### src/sv/ps2_scancode_to_ascii_fifo_macros.svh
// ----------------------------------------------------------------------------
// ps2 scan code to ascii fifo: assertion macros
// concurrent checks clocked on clock and disabled while reset is high
// ----------------------------------------------------------------------------
`ifndef PS2_SCANCODE_TO_ASCII_FIFO_MACROS_SVH
`define PS2_SCANCODE_TO_ASCII_FIFO_MACROS_SVH

`ifndef SYNTHESIS

`define PS2A_ASSERT(label, expr) \
   label: assert property (@(posedge clock) disable iff (reset) (expr)) \
      else $error("ps2a assertion failed");

`define PS2A_ASSERT_NEXT(label, ante, cons) \
   label: assert property (@(posedge clock) disable iff (reset) (ante) |=> (cons)) \
      else $error("ps2a assertion failed");

`else

`define PS2A_ASSERT(label, expr)

`define PS2A_ASSERT_NEXT(label, ante, cons)

`endif

`endif

### src/sv/ps2a_pkg.sv
// ----------------------------------------------------------------------------
// ps2a_pkg
// types, scan codes and the german key table shared by the converter
// ----------------------------------------------------------------------------
`default_nettype none

package ps2a_pkg;

   localparam logic [7:0] CODE_BREAK  = 8'hF0;
   localparam logic [7:0] CODE_EXT    = 8'hE0;
   localparam logic [7:0] CODE_LSHIFT = 8'h12;
   localparam logic [7:0] CODE_RSHIFT = 8'h59;
   localparam logic [7:0] CODE_UP     = 8'h75;
   localparam logic [7:0] CODE_LEFT   = 8'h6B;
   localparam logic [7:0] CODE_DOWN   = 8'h72;
   localparam logic [7:0] CODE_RIGHT  = 8'h74;
   localparam logic [7:0] CODE_ENTER  = 8'h5A;
   localparam logic [7:0] CODE_BKSP   = 8'h66;
   localparam logic [7:0] CODE_DEL    = 8'h71;
   localparam logic [7:0] CODE_SPACE  = 8'h29;

   localparam logic REQ_SCAN = 1'b0;
   localparam logic REQ_POP  = 1'b1;

   localparam int QUEUE_DEPTH = 2;
   localparam int QUEUE_IDX_W = 1;
   localparam int QUEUE_CNT_W = 2;

   typedef enum logic [1:0] {
      OP_KEEP,
      OP_ERROR,
      OP_PUSH,
      OP_POP
   } ps2a_op_type;

   typedef struct packed {
      logic req_type;
      logic [7:0] scan_code;
      logic line_error;
   } ps2a_req_type;

   typedef struct packed {
      logic [6:0] char_out;
      logic char_valid;
      logic [1:0] error_bits;
      logic cursor_up;
      logic cursor_down;
      logic cursor_left;
      logic cursor_right;
      logic shift_held;
      logic extended_seen;
   } ps2a_rsp_type;

   typedef struct packed {
      logic up;
      logic down;
      logic left;
      logic right;
      logic shift;
      logic ext;
   } ps2a_flags_type;

   typedef struct packed {
      ps2a_op_type op;
      logic [6:0] ch;
      logic line_error;
      ps2a_flags_type flags;
   } ps2a_entry_type;

   // 0 means no character for this code
   function automatic logic [6:0] key_char(input logic [7:0] code, input logic shifted);
      logic [6:0] kc;
      case (code)
         CODE_ENTER: kc = 7'h0D;
         CODE_BKSP:  kc = 7'h08;
         CODE_DEL:   kc = 7'h7F;
         CODE_SPACE: kc = 7'h20;
         8'h41: kc = shifted ? 7'h3B : 7'h2C;
         8'h5B: kc = shifted ? 7'h2A : 7'h2B;
         8'h4A: kc = shifted ? 7'h5F : 7'h2D;
         8'h49: kc = shifted ? 7'h3A : 7'h2E;
         8'h1C: kc = shifted ? 7'h41 : 7'h61;
         8'h32: kc = shifted ? 7'h42 : 7'h62;
         8'h21: kc = shifted ? 7'h43 : 7'h63;
         8'h23: kc = shifted ? 7'h44 : 7'h64;
         8'h24: kc = shifted ? 7'h45 : 7'h65;
         8'h2B: kc = shifted ? 7'h46 : 7'h66;
         8'h34: kc = shifted ? 7'h47 : 7'h67;
         8'h33: kc = shifted ? 7'h48 : 7'h68;
         8'h43: kc = shifted ? 7'h49 : 7'h69;
         8'h3B: kc = shifted ? 7'h4A : 7'h6A;
         8'h42: kc = shifted ? 7'h4B : 7'h6B;
         8'h4B: kc = shifted ? 7'h4C : 7'h6C;
         8'h3A: kc = shifted ? 7'h4D : 7'h6D;
         8'h31: kc = shifted ? 7'h4E : 7'h6E;
         8'h44: kc = shifted ? 7'h4F : 7'h6F;
         8'h4D: kc = shifted ? 7'h50 : 7'h70;
         8'h15: kc = shifted ? 7'h51 : 7'h71;
         8'h2D: kc = shifted ? 7'h52 : 7'h72;
         8'h1B: kc = shifted ? 7'h53 : 7'h73;
         8'h2C: kc = shifted ? 7'h54 : 7'h74;
         8'h3C: kc = shifted ? 7'h55 : 7'h75;
         8'h2A: kc = shifted ? 7'h56 : 7'h76;
         8'h1D: kc = shifted ? 7'h57 : 7'h77;
         8'h22: kc = shifted ? 7'h58 : 7'h78;
         8'h35: kc = shifted ? 7'h5A : 7'h7A;
         8'h1A: kc = shifted ? 7'h59 : 7'h79;
         8'h45: kc = shifted ? 7'h3D : 7'h30;
         8'h16: kc = shifted ? 7'h21 : 7'h31;
         8'h1E: kc = shifted ? 7'h22 : 7'h32;
         8'h26: kc = 7'h33;
         8'h25: kc = shifted ? 7'h24 : 7'h34;
         8'h2E: kc = shifted ? 7'h25 : 7'h35;
         8'h36: kc = shifted ? 7'h26 : 7'h36;
         8'h3D: kc = shifted ? 7'h2F : 7'h37;
         8'h3E: kc = shifted ? 7'h28 : 7'h38;
         8'h46: kc = shifted ? 7'h29 : 7'h39;
         default: kc = 7'h00;
      endcase
      return kc;
   endfunction

endpackage

`default_nettype wire

### src/sv/ps2_scancode_to_ascii_fifo.sv
// ----------------------------------------------------------------------------
// ps2_scancode_to_ascii_fifo
// ps/2 set 2 scan bytes to 7-bit ascii (german layout) with a character ring
// ----------------------------------------------------------------------------
// One transfer in and one transfer out per clock while rsp_stall is low:
// every request (scan byte or pop) gives exactly one response, through the
// queue and the output register. The front stage tracks the break, extended,
// shift and cursor flags and decodes the key; a two-entry queue separates it
// from the back stage, which owns the character ring (RING_DEPTH entries,
// RING_DEPTH-1 usable, one write or one read per cycle) and the output
// register. error_bits give the line error and ring overflow of the most
// recent scan byte that was not a prefix, shift or cursor code.
`default_nettype none

module ps2_scancode_to_ascii_fifo #(
   parameter int RING_DEPTH = 16
) (
   input  logic                   clock,
   input  logic                   reset,
   input  logic                   req_valid,
   output logic                   req_stall,
   input  ps2a_pkg::ps2a_req_type req_data,
   output logic                   rsp_valid,
   input  logic                   rsp_stall,
   output ps2a_pkg::ps2a_rsp_type rsp_data
);
   import ps2a_pkg::*;

   logic           queue_full, push, pop, head_valid;
   ps2a_entry_type push_data, head_data;

   ps2a_front u_front (
      .clock      (clock),
      .reset      (reset),
      .req_valid  (req_valid),
      .req_data   (req_data),
      .queue_full (queue_full),
      .req_stall  (req_stall),
      .push       (push),
      .push_data  (push_data)
   );

   ps2a_queue u_queue (
      .clock      (clock),
      .reset      (reset),
      .push       (push),
      .push_data  (push_data),
      .full       (queue_full),
      .pop        (pop),
      .head_valid (head_valid),
      .head_data  (head_data)
   );

   ps2a_back #(
      .RING_DEPTH (RING_DEPTH)
   ) u_back (
      .clock      (clock),
      .reset      (reset),
      .head_valid (head_valid),
      .head_data  (head_data),
      .pop        (pop),
      .rsp_valid  (rsp_valid),
      .rsp_stall  (rsp_stall),
      .rsp_data   (rsp_data)
   );

endmodule

`default_nettype wire

### src/sv/ps2a_front.sv
// ----------------------------------------------------------------------------
// ps2a_front
// accepts requests, tracks prefix and key flags, classifies each transfer
// ----------------------------------------------------------------------------
`default_nettype none

module ps2a_front (
   input  logic                     clock,
   input  logic                     reset,
   input  logic                     req_valid,
   input  ps2a_pkg::ps2a_req_type   req_data,
   input  logic                     queue_full,
   output logic                     req_stall,
   output logic                     push,
   output ps2a_pkg::ps2a_entry_type push_data
);
   import ps2a_pkg::*;

   logic       break_ff, break_in;
   logic       ext_ff, ext_in;
   logic       shift_ff, shift_in;
   logic [3:0] arrow_ff, arrow_in;
   logic       held;
   logic [6:0] ch;

   assign req_stall = queue_full;
   assign push      = req_valid && !queue_full;
   assign held      = !break_ff;

   always_comb begin
      break_in = break_ff;
      ext_in   = ext_ff;
      shift_in = shift_ff;
      arrow_in = arrow_ff;
      ch       = 7'h00;
      push_data.op = OP_POP;
      if (req_data.req_type == REQ_SCAN) begin
         push_data.op = OP_KEEP;
         break_in = 1'b0;
         case (req_data.scan_code)
            CODE_BREAK: break_in = 1'b1;
            CODE_EXT: ext_in = held;
            CODE_LSHIFT, CODE_RSHIFT: shift_in = held;
            CODE_UP: arrow_in[0] = held;
            CODE_DOWN: arrow_in[1] = held;
            CODE_LEFT: arrow_in[2] = held;
            CODE_RIGHT: arrow_in[3] = held;
            default: begin
               ch = held ? key_char(req_data.scan_code, shift_ff) : 7'h00;
               push_data.op = (ch != 7'h00) ? OP_PUSH : OP_ERROR;
            end
         endcase
      end
      push_data.ch          = ch;
      push_data.line_error  = req_data.line_error;
      push_data.flags.up    = arrow_in[0];
      push_data.flags.down  = arrow_in[1];
      push_data.flags.left  = arrow_in[2];
      push_data.flags.right = arrow_in[3];
      push_data.flags.shift = shift_in;
      push_data.flags.ext   = ext_in;
   end

   always_ff @(posedge clock) begin
      if (reset) begin
         break_ff <= 1'b0;
         ext_ff   <= 1'b0;
         shift_ff <= 1'b0;
         arrow_ff <= 4'h0;
      end else if (push) begin
         break_ff <= break_in;
         ext_ff   <= ext_in;
         shift_ff <= shift_in;
         arrow_ff <= arrow_in;
      end
   end

endmodule

`default_nettype wire

### src/sv/ps2a_queue.sv
// ----------------------------------------------------------------------------
// ps2a_queue
// two-entry queue between the classifier and the ring
// ----------------------------------------------------------------------------
`default_nettype none

module ps2a_queue (
   input  logic                     clock,
   input  logic                     reset,
   input  logic                     push,
   input  ps2a_pkg::ps2a_entry_type push_data,
   output logic                     full,
   input  logic                     pop,
   output logic                     head_valid,
   output ps2a_pkg::ps2a_entry_type head_data
);
   import ps2a_pkg::*;

   `include "ps2_scancode_to_ascii_fifo_macros.svh"

   ps2a_entry_type         q_ff [QUEUE_DEPTH];
   logic [QUEUE_IDX_W-1:0] wr_idx_ff;
   logic [QUEUE_IDX_W-1:0] rd_idx_ff;
   logic [QUEUE_CNT_W-1:0] count_ff, count_in;

   assign full       = count_ff == QUEUE_CNT_W'(QUEUE_DEPTH);
   assign head_valid = count_ff != '0;
   assign head_data  = q_ff[rd_idx_ff];

   always_comb begin
      count_in = count_ff;
      if (push && !pop) begin
         count_in = count_ff + 1'b1;
      end else if (pop && !push) begin
         count_in = count_ff - 1'b1;
      end
   end

   always_ff @(posedge clock) begin
      if (reset) begin
         wr_idx_ff <= '0;
         rd_idx_ff <= '0;
         count_ff  <= '0;
      end else begin
         count_ff <= count_in;
         if (push) begin
            wr_idx_ff <= wr_idx_ff + 1'b1;
         end
         if (pop) begin
            rd_idx_ff <= rd_idx_ff + 1'b1;
         end
      end
   end

   always_ff @(posedge clock) begin
      if (push) begin
         q_ff[wr_idx_ff] <= push_data;
      end
   end

   `PS2A_ASSERT(a_queue_no_overrun, !(push && full))
   `PS2A_ASSERT(a_queue_no_underrun, !(pop && !head_valid))
   `PS2A_ASSERT(a_queue_count_range, count_ff <= QUEUE_CNT_W'(QUEUE_DEPTH))

endmodule

`default_nettype wire

### src/sv/ps2a_back.sv
// ----------------------------------------------------------------------------
// ps2a_back
// character ring, error bits and the registered result
// ----------------------------------------------------------------------------
`default_nettype none

module ps2a_back #(
   parameter int RING_DEPTH = 16
) (
   input  logic                     clock,
   input  logic                     reset,
   input  logic                     head_valid,
   input  ps2a_pkg::ps2a_entry_type head_data,
   output logic                     pop,
   output logic                     rsp_valid,
   input  logic                     rsp_stall,
   output ps2a_pkg::ps2a_rsp_type   rsp_data
);
   import ps2a_pkg::*;

   `include "ps2_scancode_to_ascii_fifo_macros.svh"

   localparam int PTR_W = $clog2(RING_DEPTH);

   logic [6:0]       char_ring_mem [RING_DEPTH];
   logic [PTR_W-1:0] wr_ptr_ff, rd_ptr_ff;
   logic [PTR_W-1:0] wr_nxt, rd_nxt;
   logic [1:0]       last_error_ff, last_error_in;
   logic             rsp_valid_ff;
   logic [6:0]       char_out_ff;
   logic             char_valid_ff;
   ps2a_flags_type   flags_ff;
   logic             take, ring_full, ring_empty, ring_we, ring_re;

   assign take       = head_valid && (!rsp_valid_ff || !rsp_stall);
   assign pop        = take;
   assign wr_nxt     = (wr_ptr_ff == PTR_W'(RING_DEPTH - 1)) ? '0 : wr_ptr_ff + 1'b1;
   assign rd_nxt     = (rd_ptr_ff == PTR_W'(RING_DEPTH - 1)) ? '0 : rd_ptr_ff + 1'b1;
   assign ring_full  = wr_nxt == rd_ptr_ff;
   assign ring_empty = wr_ptr_ff == rd_ptr_ff;

   always_comb begin
      last_error_in = last_error_ff;
      ring_we       = 1'b0;
      ring_re       = 1'b0;
      case (head_data.op)
         OP_PUSH: begin
            last_error_in = {ring_full, head_data.line_error};
            ring_we       = take && !ring_full;
         end
         OP_ERROR: last_error_in = {1'b0, head_data.line_error};
         OP_POP: ring_re = take && !ring_empty;
         default: last_error_in = last_error_ff;
      endcase
   end

   always_ff @(posedge clock) begin
      if (reset) begin
         wr_ptr_ff     <= '0;
         rd_ptr_ff     <= '0;
         last_error_ff <= 2'b00;
         rsp_valid_ff  <= 1'b0;
      end else begin
         if (take) begin
            rsp_valid_ff  <= 1'b1;
            last_error_ff <= last_error_in;
         end else if (!rsp_stall) begin
            rsp_valid_ff <= 1'b0;
         end
         if (ring_we) begin
            wr_ptr_ff <= wr_nxt;
         end
         if (ring_re) begin
            rd_ptr_ff <= rd_nxt;
         end
      end
   end

   always_ff @(posedge clock) begin
      if (ring_we) begin
         char_ring_mem[wr_nxt] <= head_data.ch;
      end
   end

   always_ff @(posedge clock) begin
      if (ring_re) begin
         char_out_ff <= char_ring_mem[rd_nxt];
      end else if (take) begin
         char_out_ff <= 7'h00;
      end
   end

   always_ff @(posedge clock) begin
      if (take) begin
         char_valid_ff <= ring_re;
         flags_ff      <= head_data.flags;
      end
   end

   assign rsp_valid              = rsp_valid_ff;
   assign rsp_data.char_out      = char_out_ff;
   assign rsp_data.char_valid    = char_valid_ff;
   assign rsp_data.error_bits    = last_error_ff;
   assign rsp_data.cursor_up     = flags_ff.up;
   assign rsp_data.cursor_down   = flags_ff.down;
   assign rsp_data.cursor_left   = flags_ff.left;
   assign rsp_data.cursor_right  = flags_ff.right;
   assign rsp_data.shift_held    = flags_ff.shift;
   assign rsp_data.extended_seen = flags_ff.ext;

   `PS2A_ASSERT_NEXT(a_overflow_flag, take && head_data.op == OP_PUSH && ring_full, last_error_ff[1])
   `PS2A_ASSERT_NEXT(a_empty_pop, take && head_data.op == OP_POP && ring_empty, !char_valid_ff && char_out_ff == 7'h00)
   `PS2A_ASSERT(a_popped_char_nonzero, !(rsp_valid_ff && char_valid_ff) || char_out_ff != 7'h00)

endmodule

`default_nettype wire
### config.mk
export PLATFORM = sky130hd
export DESIGN_NAME = ps2_scancode_to_ascii_fifo
export DESIGN_NICKNAME = d
export VERILOG_FILES = /design/src/sv/ps2a_pkg.sv /design/src/sv/ps2_scancode_to_ascii_fifo.sv /design/src/sv/ps2a_front.sv /design/src/sv/ps2a_queue.sv /design/src/sv/ps2a_back.sv
export VERILOG_INCLUDE_DIRS = /design/src /design/src/sv
export SDC_FILE = /design/constraint.sdc
export NUM_CORES = 1
export LEC_CHECK = 0
export ABC_AREA = 1
export BUFFER_PORTS_ARGS = -buffer_cell sky130_fd_sc_hd__buf_4
export CORE_UTILIZATION = 56
export CTS_CLUSTER_DIAMETER = 80
export DETAILED_ROUTE_END_ITERATION = 8
export PLACE_DENSITY = 0.83
export SYNTH_ARGS = -nofsm -noshare
export SYNTH_HDL_FRONTEND = slang
export SYNTH_SLANG_ARGS = --single-unit
### constraint.sdc
create_clock -name clock -period 2.6 [get_ports clock]
set_input_delay 0.13 -clock clock [delete_from_list [all_inputs] [get_ports clock]]
set_output_delay 0.13 -clock clock [all_outputs]
set_load 0.05 [all_outputs]
* Yosys cells after proc, flatten, opt, wreduce, memory -nomap -nowiden *
Memory sizes are Yosys's and may differ from the RTL's. A register that Yosys moved wholly into a read port is not among the register bits.
Index checks and enable logic that the tools add are counted.

cells by class
  add/subtract/negate cells = 6
  eq/ne operators = 61
  mux-type cells = 75
  bitwise operators = 1
  reductions and logical operators = 24

operators with widths
  cell                                                              count
  7-bit one-hot mux with 44 select lines                            1
  8-bit by 6-bit == test with 1-bit output (second input constant)  23
  6-bit two-way mux                                                 26
  8-bit by 7-bit == test with 1-bit output (second input constant)  19
  8-bit by 5-bit == test with 1-bit output (second input constant)  8
  7-bit two-way mux                                                 8
  5-bit two-way mux                                                 10
  1-bit two-way mux                                                 20
  8-bit == test (second input constant)                             2
  4-bit two-way mux                                                 4
  2-bit two-way mux                                                 5
  4-bit by 1-bit adder with 4-bit output (second input constant)    2
  4-bit == test                                                     2
  4-bit == test (second input constant)                             2
  1-bit logical NOT                                                 8
  2-bit nonzero test                                                4
  8-bit OR reduction                                                1
  7-bit nonzero test                                                1
  2-bit == test (second input constant)                             3
  1-bit logical AND                                                 6
  2-bit one-hot mux with 2 select lines                             1
  2-bit AND reduction                                               2
  1-bit adder (second input constant)                               2
  2-bit by 1-bit adder with 2-bit output (second input constant)    1
  6 further kinds                                                   6

word-level totals
  flip-flop bits (word level) = 36
  bits in writable memories = 144
  input port bits = 14
  output and inout bits = 18
  memories kept = 2

memories
  name                  words  bits a word  read ports  clocked after Yosys merged registers in  write ports  RTL line          RTL
  u_back.char_ring_mem  16     7            1           0                                        1            ps2a_back.sv:25   logic [6:0] char_ring_mem [RING_DEPTH];
  u_queue.q_ff          2      16           1           1                                        1            ps2a_queue.sv:21  ps2a_entry_type q_ff [QUEUE_DEPTH];

* Logic depth before layout (Yosys ltp) *
Gate-level depths: netlist of run 1.

  depth after elaboration = 9
  depth in mapped cells = 14
  gate-level depth less buffers = 13

* By module *
A second synthesis of run 1 with hierarchy kept.

unflattened totals
  cells, all modules = 982
  area total of the unflattened synthesis = 9166.3 um^2

by module, submodules not included
  module      times used  cells an instance  area an instance (um^2)  sequential area each (um^2)
  ps2a_back   1           542                6067.1                   4003.8
  ps2a_front  1           357                1662.8                   140.1
  ps2a_queue  1           83                 1436.4                   1061.0

* Worst setup path before layout of run 1 *
OpenSTA, ideal clock, no wires.

  path type = register to register
  start point = reg (tool-made name)
  end point = mem u_back.char_ring_mem[5][0] (enable)
  library setup time = 0.380 ns
  data arrival time = 2.237 ns
  required time = 2.220 ns
  path slack = -0.017 ns
  cell stages (with the launch flop) = 11
  path buffers = 3
  clock period less this slack = 2.617 ns
  path through = dfxtp_1 > clkbuf_1 > buf_2 > o21ai_0 > inv_1 > ha_1 > inv_1 > nor2_1 > nand2_4 > buf_6 > nor3_1

RTL lines
  element           RTL line
  end: declaration  ps2a_back.sv:25

* Final worst setup path of run 1 *
  start point = reg u_back.wr_ptr_ff[0]
  end point = mem u_back.char_ring_mem[0][0] (enable)

on the way
  word-level cells in the longest chain between the ends = 8
  elaborated cells on any way between the ends = 9

ends and longest elaborated chain
  element                                                                  RTL line         RTL
  start: declaration                                                       ps2a_back.sv:26  logic [PTR_W-1:0] wr_ptr_ff, rd_ptr_ff;
  start signal: assignment                                                 ps2a_back.sv:71  wr_ptr_ff <= wr_nxt;
  4-bit by 1-bit adder with 4-bit output or 4-bit == test (tied branches)  ps2a_back.sv:37  assign wr_nxt = (wr_ptr_ff == PTR_W'(RING_DEPTH - 1)) ? '0 : wr_ptr_ff + 1'b1;
  4-bit two-way mux *                                                      ps2a_back.sv:37
  4-bit == test                                                            ps2a_back.sv:39  assign ring_full = wr_nxt == rd_ptr_ff;
  1-bit logical NOT                                                        ps2a_back.sv:49  ring_we = take && !ring_full;
  1-bit logical AND                                                        ps2a_back.sv:49
  1-bit two-way mux                                                        ps2a_back.sv:46  case (head_data.op)
  1-bit two-way mux                                                        ps2a_back.sv:80  if (ring_we) begin
  1-bit two-way mux (implied by the code)                                  ps2a_back.sv:81  char_ring_mem[wr_nxt] <= head_data.ch;

Every way passes the cells marked *; elsewhere a longest branch is shown, timed or not.

==> results of run 1 <==
[per-layer routing]
metal / vias to the layer above / GRT usage [%] / part of all wire, %
li1: 3185 / - / -
met3: 69 / 5.49 / 7.3
met5: - / 0 / 0
met1: 3192 / 32.7 / 38
met2: 360 / 49.0 / 51
met4: 0 / 11.8 / 3.5
[layout make-up]
| class | count | area, um^2 | share of cell area [%] |
|---|---|---|---|
| inverter | 52 | 198 | 2.01 |
| clock buffer | 17 | 425 | 4.33 |
| tap | 188 | 235 | 2.40 |
| clock inverter | 15 | 168 | 1.71 |
| multi-input combinational | 627 | 3120 | 31.8 |
| timing repair buffer | 61 | 463 | 4.72 |
| sequential | 181 | 5210 | 53.0 |
[timing repair]
action,CTS,global route
hold buffers,2,0
gates resized for setup,0,6
endpoints found under the setup margin,0,45
setup buffers,0,0
endpoints found under the hold margin,8,0
[critical path, stage by stage, from the launching register on]
cell and delay [ns]:
dfxtp_2 0.37, ha_1 0.26, nand2_1 0.10, nand2_1 0.06, nand2_1 0.09, nand2_1 0.14
xor2_1 0.20, nand2_2 0.16, nand2_4 0.19, nor3_1 0.32, buf_4 0.24
[metrics by stage]
| stage | hold slack, ns | power, uW | instances |
|---|---|---|---|
| 3_3_place_gp | 0.321 | 6340 | 1107 |
| 2_1_floorplan | 0.199 | 5630 | 900 |
| 3_5_place_dp | 0.322 | 6420 | 1107 |
| 6_report | 0.0405 | 8970 | 1141 |
| 5_1_grt | 0.0451 | 9310 | 1141 |
| 4_1_cts | 0.00375 | 8950 | 1141 |
[cell families (layout without fill, tap and decap cells)]
| kind of cell | after synthesis | in the layout | share of synthesized area [%] |
|---|---|---|---|
| AO/OA/AOI/OAI | 140 | 140 | 8.78 |
| XOR/XNOR | 7 | 7 | 0.786 |
| adder cells (fa/ha/maj) | 10 | 10 | 1.43 |
| buffers and inverters | 92 | 145 | 5.15 |
| flip-flops | 181 | 181 | 59.5 |
| multiplexers | 18 | 18 | 2.24 |
| AND/OR/NAND/NOR | 452 | 452 | 22.1 |
[registers in the layout, summed over array words and instances (netlist names), named ones only]
register and flops:
u_back.rsp_valid 1, u_queue.rd_idx_ff 1, u_queue.q_ff 32, u_front.break_ff 1, u_back.last_error_ff 2, u_queue.wr_idx_ff 1
u_back.rsp_data 6, u_back.rd_ptr_ff 4, u_queue.count_ff 2, u_back.char_valid_ff 1, u_front.shift_ff 1, u_front.ext_ff 1
u_back.char_ring_mem 112, u_back.char_out_ff 7, u_back.wr_ptr_ff 4, u_front.arrow_ff 4
[path summary, 6_finish.rpt]
| path | endpoint | from | slack (ns) |
|---|---|---|---|
| max | u_back.char_ring_mem[0][0] | u_back.wr_ptr_ff[0] | 0.17 |
| min | u_back.rsp_valid | rsp_stall | 0.04 |
| max reg2reg | u_back.char_ring_mem[0][0] | u_back.wr_ptr_ff[0] | 0.17 |
| min reg2reg | flip-flop | u_queue.rd_idx_ff | 0.45 |
[cell usage in the layout (no fill, tap or decap), drive strengths merged, types with 3 or more instances in the layout]
cell	instances
mux2	13
clkbuf	17
nand4	11
inv	58
nor2	160
ha	10
nand2	191
o211ai	19
xnor2	4
xor2	3
clkinv	6
o22ai	10
a21oi	22
nand3	61
dfxtp	23
mux2i	5
nor3	23
o21ai	89
buf	59
edfxtp	158
[where the power goes]
part	internal (uW)	switching, uW
Clock	1370	1170
Sequential	3690	154
Combinational	725	1870
==> run metrics, run 1 <==
post-route cell area 0.00982 mm^2; final clock skew 0.0102 ns; critical path class reg -> reg; Worst-Skew Late Latency 0.43 ns; #FFs+latches synth 181; Core Area 0.0152 mm^2; I/O pin cnt 32; largest net degree at the start of global routing 58; full die area 0.0161 mm^2; Post-DP Area 0.00918 mm^2; Antenna Cells 0; Final TNS setup 0 ns; first drt pass iteration count 6; Mapped Area 0.00875 mm^2; gp weighted congestion 0.961; fin worst setup slack 0.167 ns; final worst-path cycle share 93.6%; Slew @ Worst Pin 0.842 ns; sequential-to-total area share from yosys stat 59.5%; CTS root buffer clkbuf_16; Place WS 0.191 ns; Core Util, Final 64.6%; Req. time, crit path 2.74 ns; number of flops mapped to enable cells by yosys 158; final critical path time including I/O delays and setup 2.43 ns; initial drt markers 635; H-tree levels 4; via count 6806; average via count per standard cell 5.96; fill count 1196; Peak VDD IR 576 uV; CP startpoint kind flip-flop; first-pass GRT wire length 33.8 mm; synth cell count leaders nand2_1, edfxtp_1, nor2_1, o21ai_0, nand3_1; Arr. time, crit path 2.57 ns; prevailing post-synth register cell edfxtp_1; Fin. Hold Viols 0; reg2reg path depth 10; min-delay worst type in -> reg; Clock Tree Buf Depth 2; synthesized area per cell 9.72 um^2; GRT Util Overall 27.6%; synthesized instance count 900; height of the die 127 um; initial antenna violation count 0; Synth-to-Final Area Change 12.2%; Die X 127 um; routed len/inst 18.6 um; leakage 0.00389 uW; drt drc 0; CP endpoint kind flip-flop; fraction of registers with async set/reset 0%; CTS tree built; CTS sink count 181; post-route ant nets 0; PortBufs 31; total CTS buffers 17; Max-slew headroom 43.8%; Nets 964; PwrDens 914 mW/mm^2; largest area contributor in the netlist edfxtp_1; Syn. warnings 0; Final Setup Violations 0; Post-Synthesis Net Count 924; share of cells above drive strength 1 15.1%; worst-path fanout max 21; largest cells by area after synthesis edfxtp_1, nand2_1, nor2_1, dfxtp_1, o21ai_0; post-synth top area share 54.2%; outcome completed; clock-pin slew on the worst setup and hold paths 0.07 ns; hold depth 3; maximum capacitance violations 0; vias in the first global route 6503; Max Clk Rate 411 MHz; HPWL Detailed 13.8 mm; total grt overflow 0; cell row count 45; most common cell in the netlist nand2_1; RSZ-0062 raised after global routing false; initial core utilization 57.6%; Distinct cells, synth 38; routed wire length 21.2 mm; Final Max Slew Viols 0
No activity file was read; power rests on OpenSTA's default activity.
==> run 2, diff against run 1 <==
PLACE_DENSITY = 0.76   (was 0.83)
==> run metrics, run 2 (synthesized netlist as in run 1, its figures left out) <==
Slowest cell on crit path dfxtp_1; Final Setup Violations 0; largest net degree at the start of global routing 58; Die X 127 um; CTS tree built; full die area 0.0161 mm^2; Max-slew headroom 45.1%; initial drt markers 660; commonest non-fill, non-tap cell in the layout nand2_1; CTS root buffer clkbuf_16; total grt overflow 0; Placed Cells 1110; overall power 8790 uW; cell family with the largest share of critical-path delay simple AND/OR/NAND/NOR gates; Fin. Hold Viols 0; average via count per standard cell 5.78; Largest Register u_back.char_ring_mem; RSZ-0062 raised after global routing false; Buffers & Inverters on Critical Path 2; Final Non-Filler Cells 1143; first-pass GRT wire length 32.2 mm; Core Area 0.0152 mm^2; Hold Slack 0.0821 ns; combinational share of power 28.7%; H-tree levels 4; final critical path time including I/O delays and setup 2.41 ns; critical path class reg -> reg; Slew @ Worst Pin 0.823 ns; post-route ant nets 0; Nets 968; gp weighted congestion 0.904; height of the die 127 um; Worst-Skew Late Latency 0.43 ns; initial antenna violation count 0; Max Clk Rate 415 MHz; GRT Util Overall 26.3%; routed wire length 20.5 mm; worst-path fanout max 19; leakage 0.00389 uW; GR Layer Usage met3 4.52%; initial core utilization 57.6%; setup repair bufs after CTS 0; outcome completed; P_int 5730 uW; switching power 3070 uW; PwrDens 898 mW/mm^2; total CTS buffers 17; Antenna Cells 0; CTS sink count 181; GR Util met2 47.0%; Largest regs u_back.char_ring_mem (112), u_queue.q_ff (32), u_back.char_out_ff (7); HPWL Detailed 13.8 mm; Reg power frac 43.6%; vias in the first global route 6332; clock share of power 27.7%; PortBufs 31; final worst-path cycle share 92.6%; commonest cells after routing, fill and taps aside nand2_1, edfxtp_1, nor2_1; Largest register FFs 112; Arr. time, crit path 2.54 ns; share of cells above drive strength 1 15.1%; min-delay worst type in -> reg; maximum capacitance violations 0; GR peak layer met2; CP max stage delay 0.50 ns; Peak VDD IR 652 uV; clock-pin slew on the worst setup and hold paths 0.07 ns; via count 6608; met1 usage 31.0%; Req. time, crit path 2.74 ns; final clock skew 0.00989 ns; Final Max Slew Viols 0; CP Cell Sequence ha_1 -> xor2_2 -> inv_1 -> nor2_1 -> nor3_2 -> nand2_2 -> nand2_4 -> nor3_1 -> buf_4; Clock Tree Buf Depth 2; CP startpoint kind flip-flop; drt drc 0; Core Util, Final 64.4%; Synth-to-Final Area Change 12.0%; cell row count 45; Switching Fraction 34.9%; first drt pass iteration count 5; CP endpoint kind flip-flop; routed len/inst 17.9 um; I/O pin cnt 32
## run 2: final timing paths
| check | start | endpoint | slack, ns | cells past startpoint |
|---|---|---|---|---|
| worst max-delay path | u_back.wr_ptr_ff[0] | u_back.char_ring_mem[1][3] | 0.19 | 9 |
| worst min-delay path | req_data[9] | u_queue.q_ff[1][7] | 0.08 | 2 |
| worst max register to register | u_back.wr_ptr_ff[0] | u_back.char_ring_mem[1][3] | 0.19 | 9 |
| worst min register to register | u_queue.rd_idx_ff | flip-flop | 0.49 | 1 |
## run 2: repair_timing
item	CTS	global route
resized for setup	0	3
hold buffers	3	0
setup endpoints to repair	0	8
hold endpoints to repair	8	0
## run 2: metrics by stage
stage	setup slack [ns]	area (um^2)	TNS [ns]
6_report	0.192	9800	0
5_1_grt	0.0570	9800	0
4_1_cts	0.144	9790	0
3_5_place_dp	0.176	9210	0
3_3_place_gp	0.256	9210	0
2_1_floorplan	-0.0170	8760	-1.62
## run 2: worst reg2reg max path: cells and delay by family (launching register included)
| kind | cells | cell delay [ns] |
|---|---|---|
| AND/OR/NAND/NOR | 5 | 0.74 |
| flip-flops | 1 | 0.50 |
| buffers and inverters | 2 | 0.34 |
| adder cells (fa/ha/maj) | 1 | 0.29 |
| XOR/XNOR | 1 | 0.25 |
## run 2: layout make-up
class / count / area (um^2)
multi-input combinational: 627 / 3110
sequential: 181 / 5200
tap: 188 / 235
timing repair buffer: 65 / 495
clock buffer: 17 / 425
inverter: 52 / 198
clock inverter: 13 / 126
fill: 1238 / 5410
## run 2: per-layer routing
metal  share of wire [%]  vias to the layer above  wire length (um)
li1                    -                     3187                 -
met1                  40                     3102              8100
met3                 5.4                       55              1110
met2                  52                      264             10600
met4                 3.3                        0               683
met5                   0                        -                 0
## run 2: power groups by stage
| stage | clock [uW] | sequential (uW) | combinational, uW |
|---|---|---|---|
| 2_1_floorplan | 0 | 4230 | 1400 |
| 3_3_place_gp | 0 | 3890 | 2440 |
| 3_5_place_dp | 0 | 3900 | 2500 |
| 4_1_cts | 2450 | 3840 | 2520 |
| 5_1_grt | 2550 | 3860 | 2720 |
| 6_report | 2430 | 3840 | 2520 |
